**src/sv/tvbc_pkg.sv**
```systemverilog
// ----------------------------------------------------------------------------
// tvbc_pkg
// Types and constants shared by the TEA variant block cipher unit.
// ----------------------------------------------------------------------------
package tvbc_pkg;

   localparam int WordWidth     = 32;
   localparam int CsrIndexWidth = 2;

   localparam logic [WordWidth-1:0] TeaDelta = 32'h9E37_79B9;

   localparam logic [WordWidth-1:0] ResetKeyZero  = 32'h003F_FFEF;
   localparam logic [WordWidth-1:0] ResetKeyOne   = 32'h0000_00E5;
   localparam logic [WordWidth-1:0] ResetKeyTwo   = 32'h3FFF_FFDD;
   localparam logic [WordWidth-1:0] ResetKeyThree = 32'h0000_7FC3;

   typedef enum logic {
      MODE_ENCRYPT = 1'b0,
      MODE_DECRYPT = 1'b1
   } mode_type;

   typedef enum logic [CsrIndexWidth-1:0] {
      CSR_KEY_ZERO  = 2'd0,
      CSR_KEY_ONE   = 2'd1,
      CSR_KEY_TWO   = 2'd2,
      CSR_KEY_THREE = 2'd3
   } csr_index_type;

   typedef struct packed {
      logic [WordWidth-1:0] key_zero;
      logic [WordWidth-1:0] key_one;
      logic [WordWidth-1:0] key_two;
      logic [WordWidth-1:0] key_three;
   } key_set_type;

   typedef struct packed {
      logic                 vld;
      mode_type             mode;
      logic [WordWidth-1:0] first_word;
      logic [WordWidth-1:0] second_word;
   } stage_type;

endpackage

```
**src/sv/tvbc_round_stage.sv**
```systemverilog
// ----------------------------------------------------------------------------
// tvbc_round_stage
// One registered half-round. Encrypt updates the first word on even stages,
// decrypt updates the second word on even stages; sums are fixed per stage.
// ----------------------------------------------------------------------------
module tvbc_round_stage
   import tvbc_pkg::*;
#(
   parameter int ROUNDS = 32,
   parameter int STAGE  = 0
) (
   input  logic        clock,
   input  logic        reset,
   input  logic        en,
   input  key_set_type keys,
   input  stage_type   in_data,
   output stage_type   out_data
);

   localparam int RoundIndex = STAGE / 2;
   localparam logic StageOdd = 1'(STAGE % 2);

   localparam logic [63:0] EncProd = (64'(RoundIndex) + 64'd1) * {32'd0, TeaDelta};
   localparam logic [63:0] DecProd = (64'(ROUNDS) - 64'(RoundIndex)) * {32'd0, TeaDelta};
   localparam logic [WordWidth-1:0] SumEnc = EncProd[WordWidth-1:0];
   localparam logic [WordWidth-1:0] SumDec = DecProd[WordWidth-1:0];

   logic                 update_first;
   logic [WordWidth-1:0] operand;
   logic [WordWidth-1:0] key_left;
   logic [WordWidth-1:0] key_right;
   logic [WordWidth-1:0] sum;
   logic [WordWidth-1:0] mix;
   logic [WordWidth-1:0] target;
   logic [WordWidth-1:0] result;
   logic                 vld_ff;
   stage_type            data_ff;
   stage_type            data_in;

   always_comb begin
      update_first = ((in_data.mode == MODE_DECRYPT) == StageOdd);
      operand      = update_first ? in_data.second_word : in_data.first_word;
      key_left     = update_first ? keys.key_two   : keys.key_one;
      key_right    = update_first ? keys.key_three : keys.key_zero;
      sum          = (in_data.mode == MODE_DECRYPT) ? SumDec : SumEnc;
      mix          = ((operand << 4) + key_left) ^ ((operand >> 5) + key_right)
                     ^ (sum + operand);
      target       = update_first ? in_data.first_word : in_data.second_word;
      result       = (in_data.mode == MODE_DECRYPT) ? (target - mix) : (target + mix);

      data_in             = in_data;
      data_in.first_word  = update_first ? result : in_data.first_word;
      data_in.second_word = update_first ? in_data.second_word : result;
   end

   always_ff @(posedge clock) begin
      if (reset) begin
         vld_ff <= 1'b0;
      end else if (en) begin
         vld_ff <= in_data.vld;
      end
   end

   always_ff @(posedge clock) begin
      if (en) begin
         data_ff <= data_in;
      end
   end

   always_comb begin
      out_data     = data_ff;
      out_data.vld = vld_ff;
   end

endmodule

```
**config.mk**
```make
export PLATFORM = sky130hd
export DESIGN_NAME = tvbc_round_stage
export DESIGN_NICKNAME = d
export VERILOG_FILES = /design/src/sv/tvbc_pkg.sv /design/src/sv/tvbc_round_stage.sv
export SDC_FILE = /design/constraint.sdc
export NUM_CORES = 1
export LEC_CHECK = 0
export ABC_AREA = 0
export BUFFER_PORTS_ARGS = -buffer_cell sky130_fd_sc_hd__buf_2
export CELL_PAD_IN_SITES_DETAIL_PLACEMENT = 1
export CELL_PAD_IN_SITES_GLOBAL_PLACEMENT = 2
export CORE_MARGIN = 2
export CORE_UTILIZATION = 35
export DETAILED_ROUTE_END_ITERATION = 6
export PLACE_DENSITY_LB_ADDON = 0.1
export SYNTH_ARGS = -nofsm -noshare
export SYNTH_HDL_FRONTEND = slang
export SYNTH_SLANG_ARGS = --single-unit
```
**constraint.sdc**
```tcl
create_clock -name clock -period 15.59 [get_ports clock]
set_input_delay 1.559 -clock clock [delete_from_list [all_inputs] [get_ports clock]]
set_output_delay 1.559 -clock clock [all_outputs]
set_load 0.01 [all_outputs]
```
==> impl_metrics.json <==
{
  "status": "complete, no violations",
  "r2r-start": "vld_ff",
  "synth_edf_count": 65,
  "wl_per_cell_um": 20.0,
  "grt_pass1_vias": 10700,
  "routed_wirelength_mm": 40.1,
  "h-tree-depth": 3,
  "rsz0062_at_grt": "no",
  "layout_setup_ws_ns": 6.27,
  "use_met2_pct": 34.1,
  "synth_top_area_share_pct": 17.5,
  "fp.dieW_um": 183,
  "hold_depth": 2,
  "p_per_area_nw_per_um2": 160,
  "worstHoldStart": "vld_ff",
  "clk_pin_slew_ns": 0.06,
  "tightestPinTransition_ns": 0.909,
  "drc": 0,
  "start_kind": "input port",
  "n_antenna_cell": 0,
  "cts_tree": "done",
  "worstPathRequired_ns": 15.78,
  "rr_worst_depth": 2,
  "port_buffers": 262,
  "synthTopCellsByArea": "edfxtp_1, xnor2_1, ha_1",
  "viasPerCell": 5.51,
  "cts_resized": 0,
  "firstDrtPassIters": 7,
  "arrival_ns": 9.51,
  "slew_viol_final": 0,
  "synth_seq_cells": 66,
  "syn_inst": 1373,
  "die_area_um2": 33400,
  "antenna_found_initial": 0,
  "floorplan.initialDensity_pct": 35.5,
  "grt_pass1_wl_mm": 61.8,
  "fin_tns_setup_ns": 0,
  "crit_buf_inv": 3,
  "critical_path_class": "in -> reg",
  "nets": 1887,
  "globalRouteMet3Util_pct": 1.74,
  "coreArea_um2": 31500,
  "ys.flop_type": "edfxtp_1",
  "drt_iter0_markers": 690,
  "max_stage_delay_ns": 0.68,
  "post-route-min-period_ns": 9.32,
  "cts_hold_buf": 0,
  "path_max_fanout": 73,
  "synthArstFlopShare_pct": 0,
  "hold_end": "vld_ff",
  "cts_root_buf": "clkbuf_16",
  "ant_nets": 0,
  "cap_violations": 0,
  "pre_cts_slack_ns": 6.00,
  "cts_sinks": 66,
  "gp_congestion": 0.863,
  "fin_util_pct": 41.6,
  "yosysUniqueCellTypes": 96,
  "setup_violations": 0,
  "insertion_delay_ns": 0.33,
  "postCtsSetupBuffers": 0,
  "grt_usage_pct": 23.6,
  "hold_viol_final": 0,
  "cts_inserted_buffers": 9,
  "reg2reg_to": "vld_ff",
  "ir_drop_mv": 0.0749,
  "worstHoldPathType": "reg -> reg",
  "rows": 65,
  "ioPinCount": 263,
  "grt_remaining_overflow": 0,
  "grt_use_met1_pct": 38.5,
  "area_growth_pct": 17.0,
  "finClkSkew_ns": 0,
  "yosys.area.top_type": "edfxtp_1",
  "gr-max-usage-layer": "met1",
  "ys_seq_area_share_pct": 17.6,
  "critPathSlowestCell": "buf_4",
  "crit_path_cell_trace": "buf_8 -> buf_4 -> buf_4 -> mux2_2 -> ha_1 -> nand4_1 -> a2111oi_0 -> a21o_1 -> a31oi_1 -> xnor3_1 -> nor2_1 -> nand4b_1 -> nor3b_2 -> a31oi_1 -> xor2_1 -> ha_1 -> a21oi_1 -> o21bai_1 -> a21oi_1 -> o22ai_1 -> or3_1 -> xnor3_1 -> a311o_2 -> o211ai_2",
  "die_h_um": 183,
  "cts.path.max_buffers": 2,
  "fin_crit_sh_pct": 59.8,
  "yosysWarnings": 0,
  "drive_gt1_share_pct": 25.5,
  "fmax_mhz": 107,
  "syn_nets": 1664,
  "syn_area_um2": 11200,
  "endpoint_kind": "flip-flop",
  "syn_area_per_cell_um2": 8.14,
  "r2r_slack_ns": 15.01,
  "grt_max_degree": 85,
  "p_leak_nw": 5.82,
  "crit_family": "compound AO/OA/AOI/OAI gates",
  "slew_headroom_pct": 38.8,
  "hpwl_mm": 33.7,
  "vias": 11000
}
## tightest hold or removal path, stage by stage (launching register included)
cell and delay, ns:
dfxtp_1 0.32, mux2i_1 0.06, nor2_1 0.07
## placed cells by master (no fill, tap or decap), types with 4 or more instances in the layout
| cell | netlist | layout |
|---|---|---|
| o21ai_0 | 80 | 80 |
| a21o_1 | 46 | 46 |
| nand4_1 | 20 | 20 |
| xnor2_1 | 148 | 148 |
| xor2_1 | 43 | 43 |
| nor2_1 | 72 | 72 |
| a21bo_2 | 5 | 5 |
| ha_1 | 91 | 91 |
| nor3_1 | 20 | 20 |
| o211ai_1 | 6 | 6 |
| o21ai_1 | 4 | 4 |
| and4_1 | 4 | 4 |
| a31oi_1 | 15 | 15 |
| a211o_1 | 6 | 6 |
| and3_1 | 8 | 8 |
| xnor3_1 | 10 | 10 |
| a32oi_1 | 4 | 4 |
| clkbuf_16 | 0 | 9 |
| a21oi_1 | 112 | 112 |
| nand2b_1 | 17 | 17 |
| a22oi_1 | 5 | 5 |
| nor2b_1 | 14 | 14 |
| or2_2 | 5 | 5 |
| buf_2 | 5 | 261 |
| nand3_1 | 25 | 25 |
| or3_1 | 6 | 6 |
| and2_1 | 8 | 8 |
| nor3b_1 | 5 | 5 |
| buf_4 | 2 | 6 |
| mux2i_1 | 6 | 6 |
| a41oi_1 | 4 | 4 |
| nand2_1 | 195 | 195 |
| o21bai_1 | 19 | 19 |
| inv_1 | 50 | 49 |
| o311ai_0 | 5 | 5 |
| mux2_2 | 85 | 85 |
| o21a_1 | 7 | 7 |
| edfxtp_1 | 65 | 65 |
| a211oi_1 | 10 | 10 |
## sequential cells by signal, indices dropped and copies added, names as in the netlist
signal    flops
out_data     65
vld_ff        1
## cell families after synthesis
logic type,share of synthesized area (%)
compound gates,22.7
mux,9.10
simple gates,18.5
xor+xnor,17.1
fa+ha+maj,10.7
buf+inv,4.22
flops,17.6
## stage by stage
stage | hold WS (ns) | total power [mW] | area, um2 | std cells
floorplan | 0.462 | 1.45 | 11200 | 1373
global placement | 0.471 | 1.84 | 12800 | 1987
detailed placement | 0.480 | 1.87 | 12800 | 1987
CTS | 0.494 | 2.10 | 13100 | 2003
global route | 0.512 | 2.28 | 13100 | 2003
finish | 0.489 | 2.10 | 13100 | 2003
## layer usage
metal / part of all wire (%) / wire length, um
met5: 0 / 0
met2: 40 / 16200
met4: 0.64 / 258
met1: 55 / 22100
met3: 3.9 / 1570
## cells in the mapped netlist (7+ instances only)
| cell | n |
|---|---|
| a211oi_1 | 10 |
| o21ai_0 | 80 |
| a21o_1 | 46 |
| mux2_2 | 85 |
| nand2_1 | 195 |
| xnor3_1 | 10 |
| ha_1 | 91 |
| buf_6 | 8 |
| inv_1 | 50 |
| a21oi_1 | 112 |
| xnor2_1 | 148 |
| nand4_1 | 20 |
| o21bai_1 | 19 |
| a31oi_1 | 15 |
| nand3_1 | 25 |
| clkbuf_1 | 36 |
| and3_1 | 8 |
| o21a_1 | 7 |
| nor3_1 | 20 |
| xor2_1 | 43 |
| nor2_1 | 72 |
| and2_1 | 8 |
| nand2b_1 | 17 |
| edfxtp_1 | 65 |
| nor2b_1 | 14 |
## worst max path at each step
stage,startpoint,end,slack (ns),cells after the start
floorplan,in_data[64],out_data[63],6.40,34
global placement,in_data[64],out_data[63],6.12,25
detailed placement,in_data[64],out_data[63],6.00,25
CTS,in_data[64],out_data[63],6.34,25
global route,in_data[64],out_data[63],5.60,27
finish,in_data[64],out_data[63],6.27,24
## report_power, final
part | switching [mW] | internal, mW
registers | 0.0182 | 0.312
logic | 0.907 | 0.641
clock network | 0.0776 | 0.140
total | 1.00 | 1.09
## final cells by class
cell class	instances	area, um2
fill	3940	18400
clock inverter	7	93.8
clock buffer	9	225
tap	402	503
inverter	50	188
multi-input combinational	1201	8740
timing repair buffer	268	1370
sequential	66	1970
(Power assumes the default switching activity.)
