==> src/sv/tvbc_pkg.sv <==
// ----------------------------------------------------------------------------
// tvbc_pkg
// Types and constants shared by the TEA variant block cipher unit.
// ----------------------------------------------------------------------------
package tvbc_pkg;

   localparam int WordWidth     = 32;
   localparam int CsrIndexWidth = 2;

   localparam logic [WordWidth-1:0] TeaDelta = 32'h9E37_79B9;

   localparam logic [WordWidth-1:0] ResetKeyZero  = 32'h003F_FFEF;
   localparam logic [WordWidth-1:0] ResetKeyOne   = 32'h0000_00E5;
   localparam logic [WordWidth-1:0] ResetKeyTwo   = 32'h3FFF_FFDD;
   localparam logic [WordWidth-1:0] ResetKeyThree = 32'h0000_7FC3;

   typedef enum logic {
      MODE_ENCRYPT = 1'b0,
      MODE_DECRYPT = 1'b1
   } mode_type;

   typedef enum logic [CsrIndexWidth-1:0] {
      CSR_KEY_ZERO  = 2'd0,
      CSR_KEY_ONE   = 2'd1,
      CSR_KEY_TWO   = 2'd2,
      CSR_KEY_THREE = 2'd3
   } csr_index_type;

   typedef struct packed {
      logic [WordWidth-1:0] key_zero;
      logic [WordWidth-1:0] key_one;
      logic [WordWidth-1:0] key_two;
      logic [WordWidth-1:0] key_three;
   } key_set_type;

   typedef struct packed {
      logic                 vld;
      mode_type             mode;
      logic [WordWidth-1:0] first_word;
      logic [WordWidth-1:0] second_word;
   } stage_type;

endpackage

==> src/sv/tvbc_out_buffer.sv <==
// ----------------------------------------------------------------------------
// tvbc_out_buffer
// Output register plus skid entry. The pipeline keeps moving until the skid
// entry fills, so new items are taken while a result waits.
// ----------------------------------------------------------------------------
module tvbc_out_buffer
   import tvbc_pkg::*;
(
   input  logic                 clock,
   input  logic                 reset,
   input  stage_type            last,
   input  logic                 rsp_ready,
   output logic                 pipe_en,
   output logic                 rsp_valid,
   output logic [WordWidth-1:0] rsp_first_word,
   output logic [WordWidth-1:0] rsp_second_word
);

   logic      out_vld_ff;
   logic      out_vld_in;
   logic      skid_vld_ff;
   logic      skid_vld_in;
   stage_type out_ff;
   stage_type out_in;
   stage_type skid_ff;
   stage_type skid_in;
   logic      out_free;
   logic      transfer;

   assign pipe_en  = !skid_vld_ff;
   assign transfer = pipe_en && last.vld;
   assign out_free = !out_vld_ff || rsp_ready;

   always_comb begin
      out_vld_in  = out_vld_ff;
      skid_vld_in = skid_vld_ff;
      out_in      = out_ff;
      skid_in     = skid_ff;
      if (out_free) begin
         if (skid_vld_ff) begin
            out_in      = skid_ff;
            out_vld_in  = 1'b1;
            skid_vld_in = 1'b0;
         end else begin
            out_in     = last;
            out_vld_in = transfer;
         end
      end else if (transfer) begin
         // hold the output, park the arriving item
         skid_in     = last;
         skid_vld_in = 1'b1;
      end
   end

   always_ff @(posedge clock) begin
      if (reset) begin
         out_vld_ff  <= 1'b0;
         skid_vld_ff <= 1'b0;
      end else begin
         out_vld_ff  <= out_vld_in;
         skid_vld_ff <= skid_vld_in;
      end
   end

   always_ff @(posedge clock) begin
      out_ff  <= out_in;
      skid_ff <= skid_in;
   end

   assign rsp_valid       = out_vld_ff;
   assign rsp_first_word  = out_ff.first_word;
   assign rsp_second_word = out_ff.second_word;

endmodule

==> config.mk <==
export PLATFORM = sky130hd
export DESIGN_NAME = tvbc_out_buffer
export DESIGN_NICKNAME = d
export VERILOG_FILES = /design/src/sv/tvbc_pkg.sv /design/src/sv/tvbc_out_buffer.sv
export SDC_FILE = /design/constraint.sdc
export NUM_CORES = 1
export LEC_CHECK = 0
export BUFFER_PORTS_ARGS = -buffer_cell sky130_fd_sc_hd__buf_2
export CELL_PAD_IN_SITES_DETAIL_PLACEMENT = 1
export CELL_PAD_IN_SITES_GLOBAL_PLACEMENT = 1
export CORE_ASPECT_RATIO = 0.7
export CORE_MARGIN = 2
export CORE_UTILIZATION = 44
export CTS_BUF_LIST = sky130_fd_sc_hd__clkbuf_8
export DETAILED_ROUTE_END_ITERATION = 6
export PLACE_DENSITY_LB_ADDON = 0.12
export RECOVER_POWER = 100
export SLEW_MARGIN = 0
export SYNTH_ARGS = -nofsm -noshare
export SYNTH_HDL_FRONTEND = slang
export SYNTH_SLANG_ARGS = --single-unit
==> constraint.sdc <==
create_clock -name clock -period 23.4 [get_ports clock]
set_clock_uncertainty 0.2 [all_clocks]
set_input_delay 1.17 -clock clock [delete_from_list [all_inputs] [get_ports clock]]
set_output_delay 1.17 -clock clock [all_outputs]
set_load 0.01 [all_outputs]
==> results, run 1 <==
- In the global route stage, overall resource usage came out at 16.2%.
- STA classifies the critical path startpoint as an input pin.
- The detailed router's first-iteration violation count is 115.
- The number of slew-limit violations in the final report is 175.
- After synthesis, the mean cell area works out to 23.0 um2.
- The final reports fail on capacitance limit, slew limit.
- At the worst endpoint, the required time is 23,200 ps.
- In this run the static leakage power is 1.99 nW.
- Post-CTS repair changed the size of 0 cells.
- The via count normalized by instance count is 4.87.
- The repair_antennas step left the layout with diodes totalling 0.
- The number of top-level design ports is 135.
- The maximum clock rate is 179 MHz.
- The shortest period the worst path allows is 5600 ps.
- The area of the die is 0.0117 mm2.
- The buffer depth of the longest clock path is 2.
- Summed over all nets, the half-perimeter wirelength after detailed placement is 5.66 mm.
- The total detailed-routing wirelength is 8.94 mm.
- Walking the worst path, the cells encountered are buf_2, nand2b_1, nor3b_1, clkbuf_1.
- The clock transition at the register clock pins on the worst setup and hold paths after CTS is 70 ps.
- The synthesized design contains 130 register bits.
- The worst hold-check path type is flop to flop.
- Setup repair after global routing left no endpoint under its margin.
- By startpoint and endpoint, the worst setup path is classified as input pin to flop.
- The master of the slowest instance on the critical path is sky130_fd_sc_hd__nand2b_1.
- In the routed design, unresolved DRC markers number 0.
- The number of global-route vias before repair is 2,656.
- Data arrives at the worst endpoint at 5400 ps.
- The run finished, with violations left.
- For this design the ratio of total power to cell area is 87.1 mW/mm2.
- The sequential cell area fraction in the yosys report is 81.4%.
- TritonCTS built the clock tree.
- After clock tree synthesis, the flow added hold-fix buffers numbering 0.
- The final critical-path share of the clock period is 23.9%.
- The worst-case IR drop observed on VDD is 0.0525 mV.
- The worst-skew pair later-pin latency is 430 ps.
- The final cell count without fillers is 498.
- The cell total after placement is 467.
- The filler cells instantiated in the layout total 1,027.
- Cells with a size suffix above 1 make up 29.5% of the layout.
- The most common cell after layout, fill and taps aside is sky130_fd_sc_hd__edfxtp_1.
- The number of CTS-inserted buffers is 17.
- Of all nets on the critical path, the largest fanout is 67.
- The layout net count is 423.
- Dividing the detail-routed wire length by the instance count gives 18.0 um.
- The initial antenna violation count is 0.
- The pin count of the biggest net entering global routing is 68.
- The count of buffers added by post-CTS timing repair for setup is 0.
- Across all hold checks on the routed design, the worst slack comes to 336 ps.
- Relative to the synthesized area, the layout overhead comes to 21.3%.
- The initial utilization of the core area, before any placement, comes to 45.7%.
- The total negative slack is 0 ps.
- The number of vias in the routed layout is 2,423.
- STA classifies the critical path endpoint as a flop.
- The transition time of the tightest slew-check pin is 3320 ps.
- The floorplan step set the die height to 91.1 um.
- The synthesis warning total is 0.
- In the layout the commonest cells are sky130_fd_sc_hd__edfxtp_1 (128), sky130_fd_sc_hd__clkbuf_1 (94), sky130_fd_sc_hd__buf_2 (41).
- The floorplan step defined a core boundary enclosing 0.0104 mm2.
- After technology mapping, the gate count stands at 207.
- Summing every instance area after synthesis gives 0.00477 mm2.
- Counting every net in the synthesized netlist gives 276.
- The first-pass iteration count of the detailed router is 4.
- The number of buffers inserted by port buffering is 133.
- The number of endpoints with negative hold slack in the final report is 0.
- The overflow left after global routing is 0.
- Measured along the x axis, the die boundary spans 128 um.
- The H-tree was split into 4 levels.
- The distinct cell type count after synthesis is 13.
- The remaining antenna violation count after routing is 0.
- At the end of routability-driven placement, the weighted congestion stood at 0.684.
- The number of clock sinks is 130.
- The row count is 31.
- For this run, the slowest stage of the critical path takes 1730 ps.
- Measured against its own limit, the worst slew margin works out to -121%.
- The first global-routing pass estimated 13.8 mm of wire.
- The tool flagged a number of max-cap violations equal to 4.
- The clock tree root driver cell is sky130_fd_sc_hd__clkbuf_8.
- Setup violations remaining at the end of the flow were counted as 0.
power by group:
part / internal [mW] / total [mW] / switching (mW) / leakage [nW]
Sequential: 0.270 / 0.273 / 0.00383 / 1.26
Combinational: 0.0119 / 0.0285 / 0.0166 / 0.521
Clock: 0.115 / 0.202 / 0.0869 / 0.205
stage by stage:
stage | total power, mW | instance area (um2) | util (%) | setup WS (ps)
after floorplan | 0.294 | 4770 | - | 15070
after global placement | 0.310 | 5570 | 53.4 | 20030
after detailed placement | 0.312 | 5570 | 53.4 | 20030
after CTS | 0.515 | 6000 | 57.5 | 20210
after global routing | 0.522 | 5790 | 55.5 | 17260
final | 0.504 | 5790 | 55.5 | 17800
path summary, 6_finish.rpt:
kind	from	to	slack [ps]	depth (start not counted)
worst max register to register	rsp_valid	skid_ff[47]	18380	3
worst max-delay path	rsp_ready	skid_ff[47]	17800	4
worst min register to register	skid_ff[60]	rsp_first_word[28]	340	1
worst min-delay path	skid_ff[60]	rsp_first_word[28]	340	1
worst max-delay path: cells and delay by family:
kind                   cells  cell delay [ps]
and+or+nand+nor            2             2490
buffers and inverters      2             1710
routing by layer:
metal | wire, um | track usage, % | vias up
li1 | - | - | 1127
met1 | 3890 | 19.1 | 1207
met2 | 4140 | 25.2 | 79
met5 | 0 | 0 | -
met4 | 126 | 6.87 | 0
met3 | 792 | 7.90 | 10
flip-flops by register name (all words and copies together), names as in the netlist:
signal,cells
rsp_first_word,32
rsp_second_word,32
rsp_valid,1
skid_ff,64
skid_vld_ff,1
cells in the mapped netlist:
cell type / count / area [um2]
sky130_fd_sc_hd__mux2_2: 37 / 417
sky130_fd_sc_hd__a21oi_1: 1 / 5.00
sky130_fd_sc_hd__nor3b_1: 1 / 7.51
sky130_fd_sc_hd__mux2_4: 20 / 300
sky130_fd_sc_hd__dfxtp_1: 2 / 40.0
sky130_fd_sc_hd__buf_6: 4 / 45.0
sky130_fd_sc_hd__edfxtp_1: 128 / 3840
sky130_fd_sc_hd__inv_1: 1 / 3.75
sky130_fd_sc_hd__mux2_1: 7 / 78.8
sky130_fd_sc_hd__buf_2: 3 / 15.0
sky130_fd_sc_hd__nor3_1: 1 / 5.00
sky130_fd_sc_hd__nor2_1: 1 / 3.75
sky130_fd_sc_hd__nand2b_1: 1 / 6.26
final cells by class:
class | count | area (um2) | area share, %
Sequential cell | 130 | 3880 | 67.1
Multi-Input combinational cell | 69 | 752 | 13.0
Timing Repair Buffer | 135 | 558 | 9.64
Clock buffer | 17 | 234 | 4.04
Clock inverter | 14 | 190 | 3.29
Tap cell | 132 | 165 | 2.85
Inverter | 1 | 3.75 | 0.0649
cell families after synthesis:
logic type | Yosys count | synth area share, %
buf+inv | 8 | 1.34
mux | 64 | 16.7
simple gates | 4 | 0.472
compound gates | 1 | 0.105
flops | 130 | 81.4
Note: power is estimated with default switching activity, not from simulation.
==> inputs of run 2 (changes only) <==
Clock period 23.4 ns to 5.6 ns, I/O delays scaled along.
==> results, run 2 (same netlist as run 1, synthesis figures left out) <==
- The y dimension of the die was 91.1 um (unchanged).
- The run finished, with violations left.
- The worst relative slew slack is -44.2% (+77 points).
- The hold path depth is 1 (unchanged).
- The static leakage is 2.17 nW (+9.2%).
- The power per standard cell area came to 319 mW/mm2 (+270%).
- The worst setup path is of the flop to flop kind.
- In the layout the commonest cells are sky130_fd_sc_hd__edfxtp_1 (128), sky130_fd_sc_hd__clkbuf_1 (122), sky130_fd_sc_hd__dlygate4sd3_1 (67).
- The final weighted congestion in routability-driven placement is 0.694 (+1.4%).
- The flip-flop count of the largest register after layout was 64 (unchanged).
- The worst-skew pair later-pin latency was 420 ps (about the same).
- The global-route usage over all layers is 18.0% (+1.8 points).
- The number of buffers inserted by port buffering is 133 (unchanged).
- The number of vias in the routed layout is 2,669 (+10%).
- The endpoint arrival time on the critical path is 3370 ps (-2030 ps).
- The routed wirelength normalized by instance count is 17.8 um (-0.80%).
- The fraction of final layout cells with drive strength greater than 1 is 17.5% (-12 points).
- The starting density of the core is 45.7% (unchanged).
- The largest vdd supply drop was 0.179 mV (+240%).
- The number of CTS-inserted buffers came to 17 (unchanged).
- The portion of total power attributed to the clock network came to 36.2% (-3.9 points).
- Setup repair after global routing left no endpoint under its margin.
- The worst setup path is launched from a flop.
- The startpoint identified for the worst hold timing path is skid_ff[57].
- The count of buffers added by post-CTS timing repair for setup is 0 (unchanged).
- The remaining antenna violation count after routing was 0 (unchanged).
- The wire length of the first global-routing pass is 15.6 mm (+13%).
- The row count was 31 (unchanged).
- The post-cts sizing count is 0 (unchanged).
- Counting I/O delays and the setup requirement, the final critical path takes 3570 ps.
- The critical path capture point type is a flop.
- The detailed router's first-iteration violation count is 157 (+37%).
- The top register by number of flip-flops is skid_ff.
- The horizontal die dimension is 128 um (unchanged).
- The internal power consumption is 1.58 mW (+300%).
- The register share of total power is 56.2% (+2.0 points).
- The number of levels the H-tree was split into is 4 (unchanged).
- The layout net count is 490 (+16%).
- The final reports fail on capacitance limit, slew limit.
- The area of the die is 0.0117 mm2 (unchanged).
- The number of endpoints with negative hold slack in the final report came to 0 (unchanged).
- The max-cap violation count is 2 (-2).
- The setup slack after placement is 3130 ps (-16,900 ps).
- The area taken by flip-flops and latches is 0.00389 mm2 (about the same).
- The first-pass iteration count of the detailed router was 4 (unchanged).
- The residual DRC count is 0 (unchanged).
- The depth of the worst register-to-register path is 3 (unchanged).
- The setup violation total in the final timing report is 0 (unchanged).
- Based on the critical path, the design can be clocked at up to 280 MHz.
- The endpoint of the worst register-to-register path is skid_ff[57].
- The total detailed-routing wirelength is 10.1 mm (+13%).
- The number of top-level design ports is 135 (unchanged).
- The CTS tree is built.
- The tightest min-delay check is of the flop to flop type.
- The core footprint was 0.0104 mm2 (unchanged).
- The area overhead of the layout relative to synthesis is 33.4%.
- The path with the worst hold slack has its endpoint at rsp_first_word[25].
- The via count normalized by instance count came to 4.72 (-3.1%).
- The source of the worst register-to-register timing path is rsp_valid.
- The switching power of the nets is 0.449 mW (+320%).
- The pin count of the biggest net entering global routing is 68 (unchanged).
- The number of global-route vias before repair is 2,847 (+7.2%).
- Leaving out fill and tap cells, the most frequent cell in the layout is sky130_fd_sc_hd__edfxtp_1.
- The clock transition at the register clock pins on the worst setup and hold paths after CTS was 70 ps (about the same).
- The total power after layout is 2.03 mW (+300%).
- The buffer depth of the longest clock path came to 2 (unchanged).
- The multi-input combinational cell area is 756 um2 (+0.50%).
- The initial antenna violation count was 0 (unchanged).
- The detailed placer's ending HPWL is 5.64 mm (-0.28%).
- The combinational fraction of design power is 7.6% (+1.9 points).
- The final critical-path share of the clock period is 63.8%.
- The transition time of the tightest slew-check pin is 2160 ps (-1160 ps).
- The number of slew-limit violations in the final report came to 66 (-62%).
- The number of clock sinks is 130 (unchanged).
- The largest fanout of any net on the critical path is 67 (unchanged).
- The root buffer cell chosen for the clock tree is sky130_fd_sc_hd__clkbuf_8.
- The hold buffer count at cts came to 67 (+67).
- The overflow left after global routing is 0 (unchanged).
- The total negative slack was 0 ps (unchanged).
- The fill cell total of the finished layout came to 1,029 (+0.19%).
- The switching power as a share of total power is 22.1% (+0.80 points).
- The setup slack on the worst flop-to-flop path is 2030 ps (-16,350 ps).
- The antenna cell count is 0 (unchanged).
- The final worst slack is 2030 ps (-15,770 ps).
- The worst endpoint required time was 5400 ps (-17,800 ps).
-- run 2: critical path: stages (launching register included) --
cell and delay (ps):
sky130_fd_sc_hd__dfxtp_1 390, sky130_fd_sc_hd__nand2b_4 510, sky130_fd_sc_hd__nor3b_1 430, sky130_fd_sc_hd__clkbuf_1 1590
-- run 2: metrics by stage --
stage               hold slack (ps)  area [um2]  cells  utilization [%]
floorplan                       149        4780    207                -
CTS                             338        6610    566             63.3
global route                    360        6360    566             61.0
detailed placement              268        5580    467             53.5
finish                          336        6360    566             61.0
global placement                260        5580    467             53.5
-- run 2: power groups by stage --
stage / Clock [mW] / Sequential [mW] / Combinational, mW
after floorplan: 0 / 1.18 / 0.0470
after global placement: 0 / 1.16 / 0.138
after detailed placement: 0 / 1.16 / 0.142
after CTS: 0.753 / 1.14 / 0.179
after global routing: 0.792 / 1.15 / 0.170
final: 0.735 / 1.14 / 0.155
-- run 2: layout make-up --
cell class                 instances  area share (%)
timing repair buffer             202            18.8
clock buffer                      17            3.68
clock inverter                    15            1.97
tap                              132            2.59
inverter                           1          0.0590
sequential                       130            61.1
multi-input combinational         69            11.9
-- run 2: layer usage --
metal / global-route usage [%] / share of wire [%] / vias to the layer above
met3: 5.83 / 6.4 / 13
met5: 0 / 0 / -
met4: 7.42 / 1.7 / 0
li1: - / - / 1259
met1: 21.8 / 41 / 1307
met2: 29.8 / 50 / 90
-- run 2: how the worst max path moves through the flow --
stage,start,endpoint,cells past startpoint
2_1_floorplan,rsp_ready,skid_ff[0],2
3_5_place_dp,rsp_ready,skid_ff[25],4
4_1_cts,rsp_valid,skid_ff[60],3
5_1_grt,rsp_valid,skid_ff[44],3
6_report,rsp_valid,skid_ff[57],3
3_3_place_gp,rsp_ready,skid_ff[39],4
